===== src/sv/lrc_tp_pkg.sv =====
// ============================================================================
// LRC time tag parser package
// Character codes, phase codes and output widths shared by the parser blocks.
// ============================================================================
`default_nettype none

package lrc_tp_pkg;

    // Default digit limit for each number of a tag.
    localparam int MAX_DIGITS_DEF = 3;

    // Characters that the tag grammar knows.
    localparam logic [7:0] CH_OPEN  = 8'h5B;  // '['
    localparam logic [7:0] CH_COLON = 8'h3A;  // ':'
    localparam logic [7:0] CH_DOT   = 8'h2E;  // '.'
    localparam logic [7:0] CH_CLOSE = 8'h5D;  // ']'
    localparam logic [7:0] CH_ZERO  = 8'h30;  // '0'
    localparam logic [7:0] CH_NINE  = 8'h39;  // '9'

    // Parser phases.
    localparam int PHASE_W = 3;
    localparam logic [PHASE_W-1:0] PH_IDLE  = 3'd0;
    localparam logic [PHASE_W-1:0] PH_OPEN  = 3'd1;
    localparam logic [PHASE_W-1:0] PH_MIN   = 3'd2;
    localparam logic [PHASE_W-1:0] PH_COLON = 3'd3;
    localparam logic [PHASE_W-1:0] PH_SEC   = 3'd4;
    localparam logic [PHASE_W-1:0] PH_DOT   = 3'd5;
    localparam logic [PHASE_W-1:0] PH_FRAC  = 3'd6;

    // Result fields.
    localparam int TIME_W  = 26;
    localparam int COUNT_W = 16;
    localparam logic [TIME_W-1:0] TIME_MAX = {TIME_W{1'b1}};

    localparam int MS_PER_MIN  = 60000;
    localparam int MS_PER_SEC  = 1000;
    localparam int MS_PER_FRAC = 10;

    // Stream widths.
    localparam int S_TDATA_W = 8;
    localparam int M_TDATA_W = 48;
    localparam int M_TUSER_W = 2;

endpackage

`default_nettype wire


===== src/sv/lrc_tp_parser.sv =====
// ============================================================================
// LRC time tag parser: tag recogniser
// Walks the tag grammar one byte per beat, gathers the three numbers and
// holds each completed tag in a one-entry register for the time stage.
// ============================================================================
`default_nettype none

module lrc_tp_parser #(
    parameter int MAX_DIGITS = lrc_tp_pkg::MAX_DIGITS_DEF
) (
    input  wire logic                                  aclk,
    input  wire logic                                  aresetn,
    input  wire logic                                  accept_short_form,
    input  wire logic                                  in_valid,
    output logic                                       in_ready,
    input  wire logic [7:0]                            data_byte,
    input  wire logic                                  restart,
    output logic                                       emit_valid,
    input  wire logic                                  emit_ready,
    output logic [$clog2(10**MAX_DIGITS)-1:0]          emit_min,
    output logic [$clog2(10**MAX_DIGITS)-1:0]          emit_sec,
    output logic [$clog2(10**MAX_DIGITS)-1:0]          emit_frac,
    output logic                                       emit_has_frac,
    output logic                                       emit_sat,
    output logic [lrc_tp_pkg::COUNT_W-1:0]             emit_count
);
    import lrc_tp_pkg::*;

    localparam int ACC_W = $clog2(10**MAX_DIGITS);
    localparam int RUN_W = $clog2(MAX_DIGITS + 1);
    localparam logic [ACC_W-1:0] NUM_LIMIT = ACC_W'(10**MAX_DIGITS - 1);
    localparam logic [RUN_W-1:0] RUN_LIMIT = RUN_W'(MAX_DIGITS);

    logic [PHASE_W-1:0] phase_reg, phase_next, phase_cur;
    logic [ACC_W-1:0]   min_reg, min_next, min_cur;
    logic [ACC_W-1:0]   sec_reg, sec_next, sec_cur;
    logic [ACC_W-1:0]   frac_reg, frac_next, frac_cur;
    logic [RUN_W-1:0]   run_reg, run_next, run_cur;
    logic               sat_reg, sat_next, sat_cur;
    logic [COUNT_W-1:0] tags_reg, tags_next, tags_cur;

    logic               emit_valid_reg, emit_valid_next;
    logic [ACC_W-1:0]   emit_min_reg, emit_sec_reg, emit_frac_reg;
    logic               emit_has_frac_reg, emit_sat_reg;
    logic [COUNT_W-1:0] emit_count_reg;

    logic               accept;
    logic               is_digit;
    logic [3:0]         digit;
    logic               run_full;
    logic               fire;
    logic               fire_frac;

    function automatic logic [ACC_W-1:0] grow(input logic [ACC_W-1:0] acc,
                                              input logic [3:0] d);
        logic [ACC_W+3:0] w;
        w = (ACC_W+4)'(acc) * (ACC_W+4)'(10) + (ACC_W+4)'(d);
        return w[ACC_W-1:0];
    endfunction

    assign in_ready = !emit_valid_reg || emit_ready;
    assign accept   = in_valid && in_ready;
    assign is_digit = (data_byte >= CH_ZERO) && (data_byte <= CH_NINE);
    assign digit    = data_byte[3:0];

    always_comb begin
        // A restart beat sees a freshly cleared parser.
        phase_cur = restart ? PH_IDLE : phase_reg;
        min_cur   = restart ? '0 : min_reg;
        sec_cur   = restart ? '0 : sec_reg;
        frac_cur  = restart ? '0 : frac_reg;
        run_cur   = restart ? '0 : run_reg;
        sat_cur   = restart ? 1'b0 : sat_reg;
        tags_cur  = restart ? '0 : tags_reg;
        run_full  = run_cur >= RUN_LIMIT;

        phase_next = phase_cur;
        min_next   = min_cur;
        sec_next   = sec_cur;
        frac_next  = frac_cur;
        run_next   = run_cur;
        sat_next   = sat_cur;
        fire       = 1'b0;
        fire_frac  = 1'b0;

        case (phase_cur)
            PH_OPEN: begin
                if (is_digit) begin
                    min_next   = ACC_W'(digit);
                    run_next   = RUN_W'(1);
                    phase_next = PH_MIN;
                end else begin
                    phase_next = PH_IDLE;
                end
            end
            PH_MIN: begin
                if (is_digit) begin
                    if (run_full) begin
                        min_next = NUM_LIMIT;
                        sat_next = 1'b1;
                    end else begin
                        min_next = grow(min_cur, digit);
                        run_next = run_cur + RUN_W'(1);
                    end
                end else if (data_byte == CH_COLON) begin
                    phase_next = PH_COLON;
                end else begin
                    phase_next = PH_IDLE;
                end
            end
            PH_COLON: begin
                if (is_digit) begin
                    sec_next   = ACC_W'(digit);
                    run_next   = RUN_W'(1);
                    phase_next = PH_SEC;
                end else begin
                    phase_next = PH_IDLE;
                end
            end
            PH_SEC: begin
                if (is_digit) begin
                    if (run_full) begin
                        sec_next = NUM_LIMIT;
                        sat_next = 1'b1;
                    end else begin
                        sec_next = grow(sec_cur, digit);
                        run_next = run_cur + RUN_W'(1);
                    end
                end else if (data_byte == CH_DOT) begin
                    phase_next = PH_DOT;
                end else begin
                    fire       = (data_byte == CH_CLOSE) && accept_short_form;
                    phase_next = PH_IDLE;
                end
            end
            PH_DOT: begin
                if (is_digit) begin
                    frac_next  = ACC_W'(digit);
                    run_next   = RUN_W'(1);
                    phase_next = PH_FRAC;
                end else begin
                    phase_next = PH_IDLE;
                end
            end
            PH_FRAC: begin
                if (is_digit) begin
                    if (run_full) begin
                        frac_next = NUM_LIMIT;
                        sat_next  = 1'b1;
                    end else begin
                        frac_next = grow(frac_cur, digit);
                        run_next  = run_cur + RUN_W'(1);
                    end
                end else begin
                    fire       = (data_byte == CH_CLOSE);
                    fire_frac  = 1'b1;
                    phase_next = PH_IDLE;
                end
            end
            default: begin
                phase_next = PH_IDLE;
            end
        endcase

        // A '[' opens a new tag from any phase, expected or not.
        if (data_byte == CH_OPEN) begin
            phase_next = PH_OPEN;
            min_next   = '0;
            sec_next   = '0;
            frac_next  = '0;
            run_next   = '0;
            sat_next   = 1'b0;
        end

        tags_next = fire ? tags_cur + COUNT_W'(1) : tags_cur;

        if (accept && fire) begin
            emit_valid_next = 1'b1;
        end else if (emit_ready) begin
            emit_valid_next = 1'b0;
        end else begin
            emit_valid_next = emit_valid_reg;
        end
    end

    always_ff @(posedge aclk) begin
        if (!aresetn) begin
            phase_reg      <= PH_IDLE;
            min_reg        <= '0;
            sec_reg        <= '0;
            frac_reg       <= '0;
            run_reg        <= '0;
            sat_reg        <= 1'b0;
            tags_reg       <= '0;
            emit_valid_reg <= 1'b0;
        end else begin
            emit_valid_reg <= emit_valid_next;
            if (accept) begin
                phase_reg <= phase_next;
                min_reg   <= min_next;
                sec_reg   <= sec_next;
                frac_reg  <= frac_next;
                run_reg   <= run_next;
                sat_reg   <= sat_next;
                tags_reg  <= tags_next;
            end
        end
    end

    always_ff @(posedge aclk) begin
        if (accept && fire) begin
            emit_min_reg      <= min_cur;
            emit_sec_reg      <= sec_cur;
            emit_frac_reg     <= frac_cur;
            emit_has_frac_reg <= fire_frac;
            emit_sat_reg      <= sat_cur;
            emit_count_reg    <= tags_next;
        end
    end

    assign emit_valid    = emit_valid_reg;
    assign emit_min      = emit_min_reg;
    assign emit_sec      = emit_sec_reg;
    assign emit_frac     = emit_frac_reg;
    assign emit_has_frac = emit_has_frac_reg;
    assign emit_sat      = emit_sat_reg;
    assign emit_count    = emit_count_reg;

    a_restart_to_idle: assert property (@(posedge aclk) disable iff (!aresetn)
        accept && restart && (data_byte != CH_OPEN) |=> phase_reg == PH_IDLE)
        else $error("restart beat did not leave the parser idle");

    a_open_bracket: assert property (@(posedge aclk) disable iff (!aresetn)
        accept && (data_byte == CH_OPEN) |=> (phase_reg == PH_OPEN) && (run_reg == '0))
        else $error("'[' did not open a fresh tag");

    a_run_bounded: assert property (@(posedge aclk) disable iff (!aresetn)
        run_reg <= RUN_LIMIT)
        else $error("digit run exceeded the digit limit");

    a_count_steps: assert property (@(posedge aclk) disable iff (!aresetn)
        accept && fire && !restart |=> tags_reg == $past(tags_reg) + COUNT_W'(1))
        else $error("tag count did not advance by one on a tag");

endmodule

`default_nettype wire


===== src/sv/lrc_tp_timecalc.sv =====
// ============================================================================
// LRC time tag parser: time stage
// Turns minutes, seconds and hundredths into milliseconds with saturation
// and holds the result beat until the receiver takes it.
// ============================================================================
`default_nettype none

module lrc_tp_timecalc #(
    parameter int MAX_DIGITS = lrc_tp_pkg::MAX_DIGITS_DEF
) (
    input  wire logic                                  aclk,
    input  wire logic                                  aresetn,
    input  wire logic                                  in_valid,
    output logic                                       in_ready,
    input  wire logic [$clog2(10**MAX_DIGITS)-1:0]     in_min,
    input  wire logic [$clog2(10**MAX_DIGITS)-1:0]     in_sec,
    input  wire logic [$clog2(10**MAX_DIGITS)-1:0]     in_frac,
    input  wire logic                                  in_has_frac,
    input  wire logic                                  in_sat,
    input  wire logic [lrc_tp_pkg::COUNT_W-1:0]        in_count,
    output logic                                       out_valid,
    input  wire logic                                  out_ready,
    output logic [lrc_tp_pkg::TIME_W-1:0]              out_time_ms,
    output logic                                       out_has_fraction,
    output logic                                       out_overflow,
    output logic [lrc_tp_pkg::COUNT_W-1:0]             out_tag_count
);
    import lrc_tp_pkg::*;

    localparam int ACC_W = $clog2(10**MAX_DIGITS);
    localparam int SUM_W = (ACC_W + 17 > TIME_W + 1) ? ACC_W + 17 : TIME_W + 1;

    logic               valid_reg, valid_next;
    logic [TIME_W-1:0]  time_reg;
    logic               has_frac_reg, overflow_reg;
    logic [COUNT_W-1:0] count_reg;

    logic [SUM_W-1:0]   min_ms, sec_ms, frac_ms, sum_ms;
    logic [TIME_W-1:0]  time_sat;
    logic               load;

    assign in_ready = !valid_reg || out_ready;
    assign load     = in_valid && in_ready;

    always_comb begin
        min_ms   = SUM_W'(in_min) * SUM_W'(MS_PER_MIN);
        sec_ms   = SUM_W'(in_sec) * SUM_W'(MS_PER_SEC);
        frac_ms  = in_has_frac ? SUM_W'(in_frac) * SUM_W'(MS_PER_FRAC) : '0;
        sum_ms   = min_ms + sec_ms + frac_ms;
        time_sat = (sum_ms > SUM_W'(TIME_MAX)) ? TIME_MAX : sum_ms[TIME_W-1:0];

        if (load) begin
            valid_next = 1'b1;
        end else if (out_ready) begin
            valid_next = 1'b0;
        end else begin
            valid_next = valid_reg;
        end
    end

    always_ff @(posedge aclk) begin
        if (!aresetn) begin
            valid_reg <= 1'b0;
        end else begin
            valid_reg <= valid_next;
        end
    end

    always_ff @(posedge aclk) begin
        if (load) begin
            time_reg     <= time_sat;
            has_frac_reg <= in_has_frac;
            overflow_reg <= in_sat;
            count_reg    <= in_count;
        end
    end

    assign out_valid        = valid_reg;
    assign out_time_ms      = time_reg;
    assign out_has_fraction = has_frac_reg;
    assign out_overflow     = overflow_reg;
    assign out_tag_count    = count_reg;

endmodule

`default_nettype wire


===== src/sv/lrc_time_tag_parser_unit.sv =====
// ============================================================================
// LRC time tag parser
// Recognises [min:sec] and [min:sec.frac] tags in a lyric byte stream.
// ============================================================================
// The slave stream carries one text byte per beat in s_axis_tdata, with
// s_axis_tuser set on the first byte of a new file to clear the parser and
// the tag count. The master stream gives one beat per completed tag: the
// time in milliseconds and the running tag count in m_axis_tdata, the
// fraction and overflow flags in m_axis_tuser.
// A byte is taken every cycle while s_axis_tready is high. The closing
// ']' of a tag passes the recogniser's tag register and then the
// millisecond stage's output register before its result beat appears.
// When the receiver stalls, the output register and the tag register hold
// one result each. Bytes keep flowing while the tag register is empty; once
// both registers are full, s_axis_tready stays low until the receiver takes
// a beat, whatever the next byte is.
// cfg_we writes accept_short_form; with it low, tags without a fraction are
// dropped and not counted. Reset leaves the parser idle, the count at zero
// and accept_short_form set.
// ============================================================================
`default_nettype none

module lrc_time_tag_parser_unit #(
    parameter int MAX_DIGITS = lrc_tp_pkg::MAX_DIGITS_DEF
) (
    input  wire logic                               aclk,
    input  wire logic                               aresetn,
    input  wire logic                               cfg_we,
    input  wire logic                               cfg_wdata,      // accept_short_form
    input  wire logic                               s_axis_tvalid,
    output logic                                    s_axis_tready,
    input  wire logic [lrc_tp_pkg::S_TDATA_W-1:0]   s_axis_tdata,   // data_byte
    input  wire logic                               s_axis_tuser,   // restart
    output logic                                    m_axis_tvalid,
    input  wire logic                               m_axis_tready,
    output logic [lrc_tp_pkg::M_TDATA_W-1:0]        m_axis_tdata,   // time_ms, tag_count, pad
    output logic [lrc_tp_pkg::M_TUSER_W-1:0]        m_axis_tuser    // has_fraction, overflow
);
    import lrc_tp_pkg::*;

    localparam int ACC_W = $clog2(10**MAX_DIGITS);
    localparam int PAD_W = M_TDATA_W - TIME_W - COUNT_W;

    logic               short_form_reg;

    logic               emit_valid, emit_ready;
    logic [ACC_W-1:0]   emit_min, emit_sec, emit_frac;
    logic               emit_has_frac, emit_sat;
    logic [COUNT_W-1:0] emit_count;

    logic [TIME_W-1:0]  time_ms;
    logic               has_fraction, overflow;
    logic [COUNT_W-1:0] tag_count;

    always_ff @(posedge aclk) begin
        if (!aresetn) begin
            short_form_reg <= 1'b1;
        end else if (cfg_we) begin
            short_form_reg <= cfg_wdata;
        end
    end

    lrc_tp_parser #(
        .MAX_DIGITS(MAX_DIGITS)
    ) u_parser (
        .aclk              (aclk),
        .aresetn           (aresetn),
        .accept_short_form (short_form_reg),
        .in_valid          (s_axis_tvalid),
        .in_ready          (s_axis_tready),
        .data_byte         (s_axis_tdata),
        .restart           (s_axis_tuser),
        .emit_valid        (emit_valid),
        .emit_ready        (emit_ready),
        .emit_min          (emit_min),
        .emit_sec          (emit_sec),
        .emit_frac         (emit_frac),
        .emit_has_frac     (emit_has_frac),
        .emit_sat          (emit_sat),
        .emit_count        (emit_count)
    );

    lrc_tp_timecalc #(
        .MAX_DIGITS(MAX_DIGITS)
    ) u_timecalc (
        .aclk             (aclk),
        .aresetn          (aresetn),
        .in_valid         (emit_valid),
        .in_ready         (emit_ready),
        .in_min           (emit_min),
        .in_sec           (emit_sec),
        .in_frac          (emit_frac),
        .in_has_frac      (emit_has_frac),
        .in_sat           (emit_sat),
        .in_count         (emit_count),
        .out_valid        (m_axis_tvalid),
        .out_ready        (m_axis_tready),
        .out_time_ms      (time_ms),
        .out_has_fraction (has_fraction),
        .out_overflow     (overflow),
        .out_tag_count    (tag_count)
    );

    assign m_axis_tdata = {{PAD_W{1'b0}}, tag_count, time_ms};
    assign m_axis_tuser = {overflow, has_fraction};

endmodule

`default_nettype wire

===== config.mk =====
export PLATFORM = sky130hd
export DESIGN_NAME = lrc_time_tag_parser_unit
export DESIGN_NICKNAME = d
export VERILOG_FILES = /design/src/sv/lrc_tp_pkg.sv /design/src/sv/lrc_tp_parser.sv /design/src/sv/lrc_tp_timecalc.sv /design/src/sv/lrc_time_tag_parser_unit.sv
export SDC_FILE = /design/constraint.sdc
export NUM_CORES = 1
export LEC_CHECK = 0
export BUFFER_PORTS_ARGS = -buffer_cell sky130_fd_sc_hd__buf_2
export CAP_MARGIN = 15
export CORE_ASPECT_RATIO = 1.4
export CORE_UTILIZATION = 45
export DETAILED_ROUTE_END_ITERATION = 6
export PLACE_DENSITY = 0.62
export SYNTH_ARGS = -nofsm -noshare
export SYNTH_HDL_FRONTEND = slang
export SYNTH_SLANG_ARGS = --single-unit
export TNS_END_PERCENT = 1

===== constraint.sdc =====
create_clock -name aclk -period 9.9 [get_ports aclk]
set_input_delay 0.495 -clock aclk [delete_from_list [all_inputs] [get_ports aclk]]
set_output_delay 0.495 -clock aclk [all_outputs]
set_load 0.005 [all_outputs]

==> summary.md, run 1 <==
| Metric | Value |
|---|---|
| Status | complete, no violations |
| Gates resized, CTS repair | 0 |
| Cell Area, Synth | 13,300 sq um |
| H-tree Lvls | 4 |
| Final hold violations | 0 |
| Area leader, netlist | edfxtp_1 |
| Nets | 1,740 |
| Antenna diodes | 0 |
| Port Buf Inserts | 60 |
| CP startpoint kind | flip-flop |
| FF-to-FF End | u_timecalc.out_time_ms[14] |
| Commonest non-fill, non-tap cell in the layout | ha_1 |
| Post-route ant nets | 0 |
| Via-to-Cell Ratio | 5.22 |
| DP HPWL | 20,800 um |
| Io pins | 67 |
| Routed length per instance | 14.5 um |
| Skew final | 11.7 ps |
| Num CTS Buffers | 17 |
| Post-synth EDFFs | just over 90 |
| DIE AREA | 30,300 sq um |
| Final setup violating endpoints | 0 |
| Residual DRC | 0 |
| Slew Viols, Final | 0 |
| Worst-path fanout max | 22 |
| Setup bufs post-CTS | 0 |
| Dominant synthesized flop cell | edfxtp_1 |
| Fill count | approximately 2,800 |
| Leak | between 0.006 and 0.007 uW |
| Hold path start | cfg_we |
| Starting Density | 45.7% |
| Clock Sinks | approximately 150 |
| RR Startpoint | u_parser.emit_min[8] |
| TritonCTS clock tree | done |
| Mean Syn Cell Area | about 9.5 sq um |
| Setup TNS | 0 ps |
| Hold depth | 2 |
| CP required | just over 10,000 ps |
| Power density over the cells | slightly above 90 nW/um^2 |
| Seq cells post-synth | 147 |
| Fmax | 0.133 GHz |
| Clock latency on the worst-skew pair | 450 ps |
| First-pass GRT wire length | 45,600 um |
| Data arrival time of the critical path | 7650 ps |
| Dominant cells by area after synthesis | edfxtp_1 (21%), ha_1 (18%), fa_1 (12%) |
| Clock tree root driver cell | clkbuf_16 |
| Post-synth cell types | around 80 |
| Period utilization | around 76% |
| Gr ovfl total | 0 |
| Critical path class | flip-flop to flip-flop |
| Post-synthesis cell count | 1,409 |
| Final Critical Period | 7500 ps |
| Synth warnings | 0 |
| Most frequent cells in the layout | ha_1 (195), inv_1 (182), a21oi_1 (108), nand2_1 (101), edfxtp_1 (92) |
| Final cell count without fillers | 1,845 |
| Crit. End Element | flip-flop |
| WL final | 26,800 um |
| Synth top area share | 20.7% |
| Pre-antenna DRT Iters | 4 |
| # rows | 74 |
| CTS max path bufs | 2 |
| Max Cap Viol | 0 |
| R2R Setup Slk | ~2400 ps |
| Share of cells above drive strength 1 | 8.46% |
| Core area | 29,200 sq um |
| Max reg flops | 26 |
| Hold crit path type | input pin to flip-flop |
| Die Wd | about 150 um |
| Slew @ Worst Pin | 1050 ps |
| Pin count of the biggest net entering global routing | 85 |
| Die Y-Extent | 206 um |
| Iter 0 DRT Violations | 373 |
| GRT Total Usage | a little under a fifth |
| Hold worst-path end | short_form_reg |
| Cts hold-fix bufs | 0 |
| Synth-to-layout area growth | 9.15% |
| Number of global-route vias before repair | between 9,000 and 10,000 |
| # placed instances | 1,813 |
| Post-synthesis sequential area ratio | between 20% and 30% |
| Initial antenna violation count | 0 |
| Clk pin slew, worst setup/hold paths | 70 ps |
| Worst Reg-to-Reg Cells | 26 |
| Routed via count | 9,637 |
| RD Place Congestion | 0.832 |
| Worst VDD drop | 0.000125 V |
| Unrepaired setup endpoints after global routing | false |
| Ys async rst share | 0% |
| Slew headroom | between 20 and 30% |
==> per-layer routing <==
layer / up-vias / routed length [um] / share of wire [%] / global-route usage [%]
met2: 127 / 14100 / 53 / 36.0
met3: 30 / 604 / 2.3 / 3.06
met1: 4558 / 11700 / 44 / 21.6
met5: - / 0 / 0 / 0
met4: 0 / 349 / 1.3 / 4.97
li1: 4922 / - / - / -
==> per-stage QoR <==
stage | worst slack [ps] | total power (uW) | hold WS [ps] | area [sq um] | utilization, %
after global routing | 1800 | 1400 | 247 | 14600 | 49.9
after CTS | 2380 | 1370 | 248 | 14600 | 49.9
after global placement | 2570 | 702 | 405 | 14000 | 47.8
after detailed placement | 2410 | 702 | 406 | 14000 | 47.8
after floorplan | 3160 | 689 | 400 | 13400 | -
final | 2400 | 1360 | 264 | 14600 | 49.9
==> final cells by class <==
cell class	instances	area [sq um]	area share (%)
repair buffers	65	338	2.32
multi-input cells	1037	8590	59.0
inverters	184	691	4.75
well taps	380	475	3.27
flip-flops and latches	147	3860	26.5
clock buffers	18	439	3.02
clock inverters	14	160	1.10
==> worst max-delay path by stage <==
stage / startpoint / cells after the start / slack [ps] / to
floorplan: u_parser.emit_min[8] / 28 / 3160 / u_timecalc.out_time_ms[15]
global placement: u_parser.emit_min[8] / 26 / 2570 / u_timecalc.out_time_ms[14]
detailed placement: u_parser.emit_min[8] / 26 / 2410 / u_timecalc.out_time_ms[14]
CTS: u_parser.emit_min[8] / 26 / 2380 / u_timecalc.out_time_ms[14]
global route: u_parser.emit_min[8] / 26 / 1800 / u_timecalc.out_time_ms[14]
finish: u_parser.emit_min[8] / 26 / 2400 / u_timecalc.out_time_ms[14]
==> worst max-delay path, cell delays in order (launching register included) <==
cell      delay [ps]
edfxtp_1         530
inv_1             80
ha_1             330
fa_1             500
fa_1             550
inv_1             60
fa_1             530
inv_1             50
fa_1             490
inv_1             40
ha_1             320
a21oi_1          280
o21ai_0          190
a211oi_2         320
o21bai_1         100
a21oi_1          170
xnor2_1          140
ha_1             260
ha_1             330
or2_2            300
a21oi_1          190
nor2_1            90
a31o_2           250
o311ai_1         140
nor2_1           170
nand3_1          610
o21ai_0          170
==> cells by family after synthesis <==
logic type               synth area share [%]
AND/OR/NAND/NOR                          13.8
AO/OA/AOI/OAI                            13.6
adder cells (fa/ha/maj)                  30.0
buffers and inverters                    6.82
flip-flops                               29.0
XOR/XNOR                                 6.63
multiplexers                            0.160
other                                  0.0281
==> power by group <==
part / switching [uW] / total (uW) / internal (uW)
combinational: 30.3 / 41.9 / 11.6
clock: 304 / 671 / 367
sequential: 2.33 / 647 / 644
==> cells in the mapped netlist, types with 39 or more instances <==
cell	count
nor2b_1	52
xnor2_1	62
ha_1	195
o21ai_0	70
a21oi_1	108
fa_1	78
edfxtp_1	92
nand2_1	101
nor2_1	78
inv_1	183
dfxtp_1	55
xor2_1	39
No activity file was read; power rests on OpenSTA's default activity.
==> run 2: changes to the inputs <==
Settings changed: ABC_AREA set to 1, PLACE_DENSITY 0.62 to 0.61.
Clock period 9.9 ns to 7.1 ns, I/O delays scaled along.
==> summary.md, run 2 <==
| Metric | Value |
|---|---|
| Setup TNS | 0 ps (unchanged) |
| Most frequent cell after synthesis | nand2_1 |
| Most frequent cells in the layout | nand2_1 (428), inv_1 (344), ha_1 (195), a21oi_1 (131), nor2_1 (128) |
| Pre-antenna DRT Iters | 5 (+1) |
| Residual DRC | 0 (unchanged) |
| Post-synth cell types | 45 (-42%) |
| Initial antenna violation count | 0 (unchanged) |
| Slew Viols, Final | 0 (unchanged) |
| Final core occ | 49.6% (-0.28 points) |
| Period utilization | 88.4% (+13 points) |
| Final cell count without fillers | 2,317 (+26%) |
| Final instance area | 15,600 sq um (+7.4%) |
| Leak | 0.00795 uW (+22%) |
| CP startpoint kind | flip-flop |
| Data arrival time of the critical path | 6460 ps (-1190 ps) |
| Routed length per instance | 14.7 um (+1.4%) |
| Ys async rst share | 0% (unchanged) |
| CP required | 7280 ps (-2770 ps) |
| Max Cap Viol | 0 (unchanged) |
| Gr ovfl total | 0 (unchanged) |
| RD Place Congestion | 0.867 (+4.3%) |
| DIE AREA | 32,700 sq um (+7.7%) |
| Synth top area share | 19.2% (-1.5 points) |
| Hold crit path type | input pin to flip-flop |
| Cell Area, Synth | 14,400 sq um (+7.8%) |
| Post-synthesis cell count | 1,857 (+32%) |
| Skew final | 16.3 ps (+4.60 ps) |
| DP Area | 15,000 sq um (+7.8%) |
| Setup bufs post-CTS | 0 (unchanged) |
| Post-synthesis sequential area ratio | 26.9% (-2.1 points) |
| Unrepaired setup endpoints after global routing | false |
| Status | complete, no violations |
| CTS max path bufs | 2 (unchanged) |
| Final Critical Period | 6280 ps (-1220 ps) |
| Power density over the cells | 120 nW/um^2 (+28%) |
| Clock latency on the worst-skew pair | 440 ps (about the same) |
| Final hold violations | 0 (unchanged) |
| Worst-path fanout max | 26 (+18%) |
| Commonest non-fill, non-tap cell in the layout | nand2_1 |
| Slowest stage delay, CP | 550 ps (-60 ps) |
| H-tree Lvls | 4 (unchanged) |
| Mean Syn Cell Area | 7.74 sq um (-18%) |
| Core area | 31,500 sq um (+8.0%) |
| Starting Density | 45.6% (-0.097 points) |
| Crit. End Element | flip-flop |
| Via-to-Cell Ratio | 5.16 (-1.2%) |
| # rows | 77 (+4.1%) |
| Hold slack | 108 ps (-155 ps) |
| Iter 0 DRT Violations | 602 (+61%) |
| Slew headroom | 29.1% (-0.57 points) |
| Final setup violating endpoints | 0 (unchanged) |
| WL final | 34,100 um (+27%) |
| Post-route ant nets | 0 (unchanged) |
| Synth warnings | 0 (unchanged) |
| Clock tree root driver cell | clkbuf_16 |
| Routed via count | 12,000 (+24%) |
| Dominant cells by area after synthesis | edfxtp_1 (19%), ha_1 (17%), nand2_1 (11%) |
| GRT Total Usage | 21.6% (+2.7 points) |
| Die Wd | 153 um (+3.8%) |
| Clk pin slew, worst setup/hold paths | 70 ps (about the same) |
| Synth-to-layout area growth | 8.78% |
| TritonCTS clock tree | done |
| Slowest cell on crit path | edfxtp_1 |
| Slew @ Worst Pin | 1060 ps (+6.98 ps) |
| Gates resized, CTS repair | 0 (unchanged) |
| Top cell by count, worst path | inv_1 |
| Seq cells post-synth | 147 (unchanged) |
| Clock Sinks | 147 (unchanged) |
| Cts hold-fix bufs | 0 (unchanged) |
| Fmax | 0.159 GHz (+19%) |
| Num CTS Buffers | 17 (unchanged) |
| Number of global-route vias before repair | 11,800 (+22%) |
| Die Y-Extent | 213 um (+3.8%) |
| Max reg flops | 26 (unchanged) |
| Worst VDD drop | 0.000159 V (+27%) |
| Dominant synthesized flop cell | edfxtp_1 |
| Synth top cells by count | nand2_1 (429), inv_1 (344), ha_1 (195), a21oi_1 (132), nor2_1 (129) |
| Antenna diodes | 0 (unchanged) |
| Critical path class | flip-flop to flip-flop |
| Share of cells above drive strength 1 | 7.28% (-1.2 points) |
| # placed instances | 2,285 (+26%) |
| Post-synth EDFFs | 92 (unchanged) |
| DP HPWL | 27,200 um (+31%) |
| Area leader, netlist | edfxtp_1 |
| Pin count of the biggest net entering global routing | 62 (-27%) |
| Io pins | 67 (unchanged) |
| Nets | 2,197 (+26%) |
| First-pass GRT wire length | 56,400 um (+24%) |
| Port Buf Inserts | 60 (unchanged) |
-- run 2: cell types whose count changed after synthesis, moves of 15 or more --
cell	before	now
nor2_1	78	129
a21oi_1	108	132
nand2b_1	19	0
nand2_1	101	429
nand3_1	24	120
inv_1	183	344
nor2b_1	52	0
a21o_1	19	4
xnor2_1	62	18
-- run 2: per-stage QoR --
| step | worst slack (ps) | power [uW] |
|---|---|---|
| after global routing | 400 | 1930 |
| after detailed placement | 802 | 996 |
| after floorplan | 1320 | 975 |
| after CTS | 818 | 1890 |
| final | 821 | 1870 |
| after global placement | 895 | 995 |
-- run 2: area by class of cell --
| type | count | area (sq um) |
|---|---|---|
| inverters | 354 | 1330 |
| multi-input cells | 1324 | 9020 |
| clock buffers | 17 | 425 |
| clock inverters | 15 | 164 |
| flip-flops and latches | 147 | 3860 |
| fillers | 3049 | 15900 |
| well taps | 395 | 494 |
| repair buffers | 65 | 338 |
-- run 2: power breakdown --
group,switching [uW],internal [uW]
Sequential,3.46,903
Clock,426,470
Combinational,53.4,17.7
Total,483,1390
-- run 2: critical path, delay by kind of cell (launching register included) --
kind            cells  cell delay, ps
fa+ha+maj           8            3390
xor+xnor            1             160
simple gates        7             900
compound gates      4             700
flops               1             550
buf+inv             5             310
-- run 2: final timing paths --
| kind | slack (ps) | endpoint | startpoint | depth (start not counted) |
|---|---|---|---|---|
| worst min register to register | 420 | u_timecalc.out_tag_count[3] | u_parser.emit_count[3] | 0 |
| worst max-delay path | 820 | u_timecalc.out_time_ms[13] | u_parser.emit_min[8] | 25 |
| worst min-delay path | 110 | short_form_reg | cfg_we | 2 |
| worst max register to register | 820 | u_timecalc.out_time_ms[13] | u_parser.emit_min[8] | 25 |
-- run 2: metal layers --
layer	vias up	GRT usage [%]	wire, um
met5	-	0	0
met4	0	8.29	873
met3	48	2.81	1050
met2	233	41.8	18000
met1	5614	23.9	14200
li1	6067	-	-
-- run 2: cell families after synthesis --
logic type / after synthesis / share of synthesized area [%]
compound gates: 242 / 9.06
xor+xnor: 58 / 3.53
fa+ha+maj: 273 / 27.8
buf+inv: 391 / 10.6
flops: 147 / 26.9
other cells: 1 / 0.0261
simple gates: 745 / 22.0
==> run 3: changes to the inputs <==
Settings changed: MAX_ROUTING_LAYER set to met4.
==> summary.md, run 3 (synthesis results as in run 2) <==
| Metric | Value |
|---|---|
| Status | complete, no violations |
| Final hold violations | 0 (unchanged) |
| Final Critical Period | 6230 ps (-53.5 ps) |
| Max reg flops | 26 (unchanged) |
| Pre-CTS worst setup slack | 841 ps (+38.6 ps) |
| Setup bufs post-CTS | 0 (unchanged) |
| Data arrival time of the critical path | 6400 ps (-60 ps) |
| Power density over the cells | 119 nW/um^2 (-0.68%) |
| CP startpoint kind | flip-flop |
| Antenna diodes | 0 (unchanged) |
| Pre-antenna DRT Iters | 5 (unchanged) |
| Gr ovfl total | 0 (unchanged) |
| # rows | 77 (unchanged) |
| Worst VDD drop | 0.000142 V (-10%) |
| Pin count of the biggest net entering global routing | 62 (unchanged) |
| Final core occ | 49.6% (about the same) |
| Clock Sinks | 147 (unchanged) |
| Slew Viols, Final | 0 (unchanged) |
| Clock tree root driver cell | clkbuf_16 |
| Io pins | 67 (unchanged) |
| DP HPWL | 27,000 um (-0.95%) |
| Slew headroom | 30.8% (+1.7 points) |
| WL final | 33,600 um (-1.5%) |
| Iter 0 DRT Violations | 503 (-16%) |
| CTS max path bufs | 2 (unchanged) |
| Crit. End Element | flip-flop |
| Clock latency on the worst-skew pair | 440 ps (about the same) |
| Fmax | 0.161 GHz (+0.86%) |
| Port Buf Inserts | 60 (unchanged) |
| Unrepaired setup endpoints after global routing | false |
| Synth-to-layout area growth | 8.67% (about the same) |
| First-pass GRT wire length | 55,800 um (-0.98%) |
| H-tree Lvls | 4 (unchanged) |
| Initial antenna violation count | 0 (unchanged) |
| Core area | 31,500 sq um (unchanged) |
| Commonest non-fill, non-tap cell in the layout | nand2_1 |
| Setup TNS | 0 ps (unchanged) |
| Nets | 2,197 (unchanged) |
| Slew @ Worst Pin | 1040 ps (-25.2 ps) |
| Skew final | 13.3 ps (-3.01 ps) |
| RD Place Congestion | 0.877 (+1.2%) |
| GRT Total Usage | 22.1% (+0.42 points) |
| Worst-path fanout max | 26 (unchanged) |
| Worst setup margin | 874 ps (+53.5 ps) |
| Critical path class | flip-flop to flip-flop |
| Gates resized, CTS repair | 0 (unchanged) |
| Cts hold-fix bufs | 0 (unchanged) |
| Routed length per instance | 14.5 um (-1.5%) |
| Residual DRC | 0 (unchanged) |
| Share of cells above drive strength 1 | 7.23% (-0.052 points) |
| Post-route ant nets | 0 (unchanged) |
| Hold crit path type | input pin to flip-flop |
| DIE AREA | 32,700 sq um (unchanged) |
| Die Wd | 153 um (unchanged) |
| Period utilization | 87.7% (-0.75 points) |
| Max Cap Viol | 0 (unchanged) |
| Final setup violating endpoints | 0 (unchanged) |
| Routed via count | 11,800 (-1.2%) |
| Num CTS Buffers | 17 (unchanged) |
| Leak | 0.00794 uW (about the same) |
| TritonCTS clock tree | done |
| Number of global-route vias before repair | 11,800 (-0.41%) |
| Die Y-Extent | 213 um (unchanged) |
| Clk pin slew, worst setup/hold paths | 70 ps (about the same) |
| Starting Density | 45.6% (unchanged) |
| Most frequent cells in the layout | nand2_1 (428), inv_1 (344), ha_1 (195), a21oi_1 (131), nor2_1 (128) |
| Via-to-Cell Ratio | 5.10 (-1.2%) |
| CP required | 7280 ps (about the same) |
## run 3: cell types whose count changed in the layout (fill, tap and decap cells not counted), sizes merged
cell and change:
clkbuf +1, inv -2, clkinv +1
## run 3: path summary, 6_finish.rpt
kind	from	end	slack, ps	cells past startpoint
worst max register to register	u_parser.emit_min[8]	u_timecalc.out_time_ms[18]	870	25
worst max-delay path	u_parser.emit_min[8]	u_timecalc.out_time_ms[18]	870	25
worst min-delay path	cfg_we	short_form_reg	100	2
worst min register to register	u_parser.emit_sat	u_timecalc.out_overflow	420	0
## run 3: layout make-up
cell class	count	area [sq um]
sequential	147	3860
inverter	354	1330
tap	395	494
timing repair buffer	65	338
multi-input combinational	1324	9020
fill	3042	15900
clock buffer	18	429
clock inverter	14	145
## run 3: metrics by stage
step / area [sq um] / hold WS (ps) / instances / power (uW)
after detailed placement: 15000 / 408 / 2285 / 996
after global routing: 15600 / 109 / 2317 / 1910
after global placement: 15000 / 401 / 2285 / 995
final: 15600 / 104 / 2317 / 1860
after CTS: 15600 / 92.4 / 2317 / 1870
after floorplan: 14400 / 400 / 1862 / 975
## run 3: critical path, cell delays in order, from the launching register on
cell	delay, ps
edfxtp_1	540
inv_1	80
ha_1	330
fa_1	510
fa_1	550
inv_1	50
fa_1	520
inv_1	50
fa_1	500
inv_1	40
ha_1	340
nand2_1	120
inv_1	60
a21oi_1	140
nand2_1	110
xor2_1	160
ha_1	290
ha_1	370
a21oi_1	260
o21ai_0	140
a21oi_1	140
nand2_1	110
nand3_2	100
nand2_2	90
nand3_4	250
nand3_1	110
## run 3: routing by layer
layer | GRT usage [%] | up-vias | part of all wire [%] | routed length, um
met1 | 24.0 | 5501 | 42 | 14200
met4 | 8.43 | 0 | 2.8 | 937
met2 | 41.2 | 193 | 53 | 17700
li1 | - | 6067 | - | -
met3 | 2.18 | 58 | 2.3 | 771
met5 | - | - | 0 | 0
## run 3: where the power goes
| group | leakage (uW) | switching (uW) | internal, uW |
|---|---|---|---|
| Combinational | 0.00635 | 52.9 | 17.6 |
| Sequential | 0.00132 | 3.46 | 903 |
| Clock | 0.000274 | 416 | 466 |
| Total | 0.00794 | 472 | 1390 |
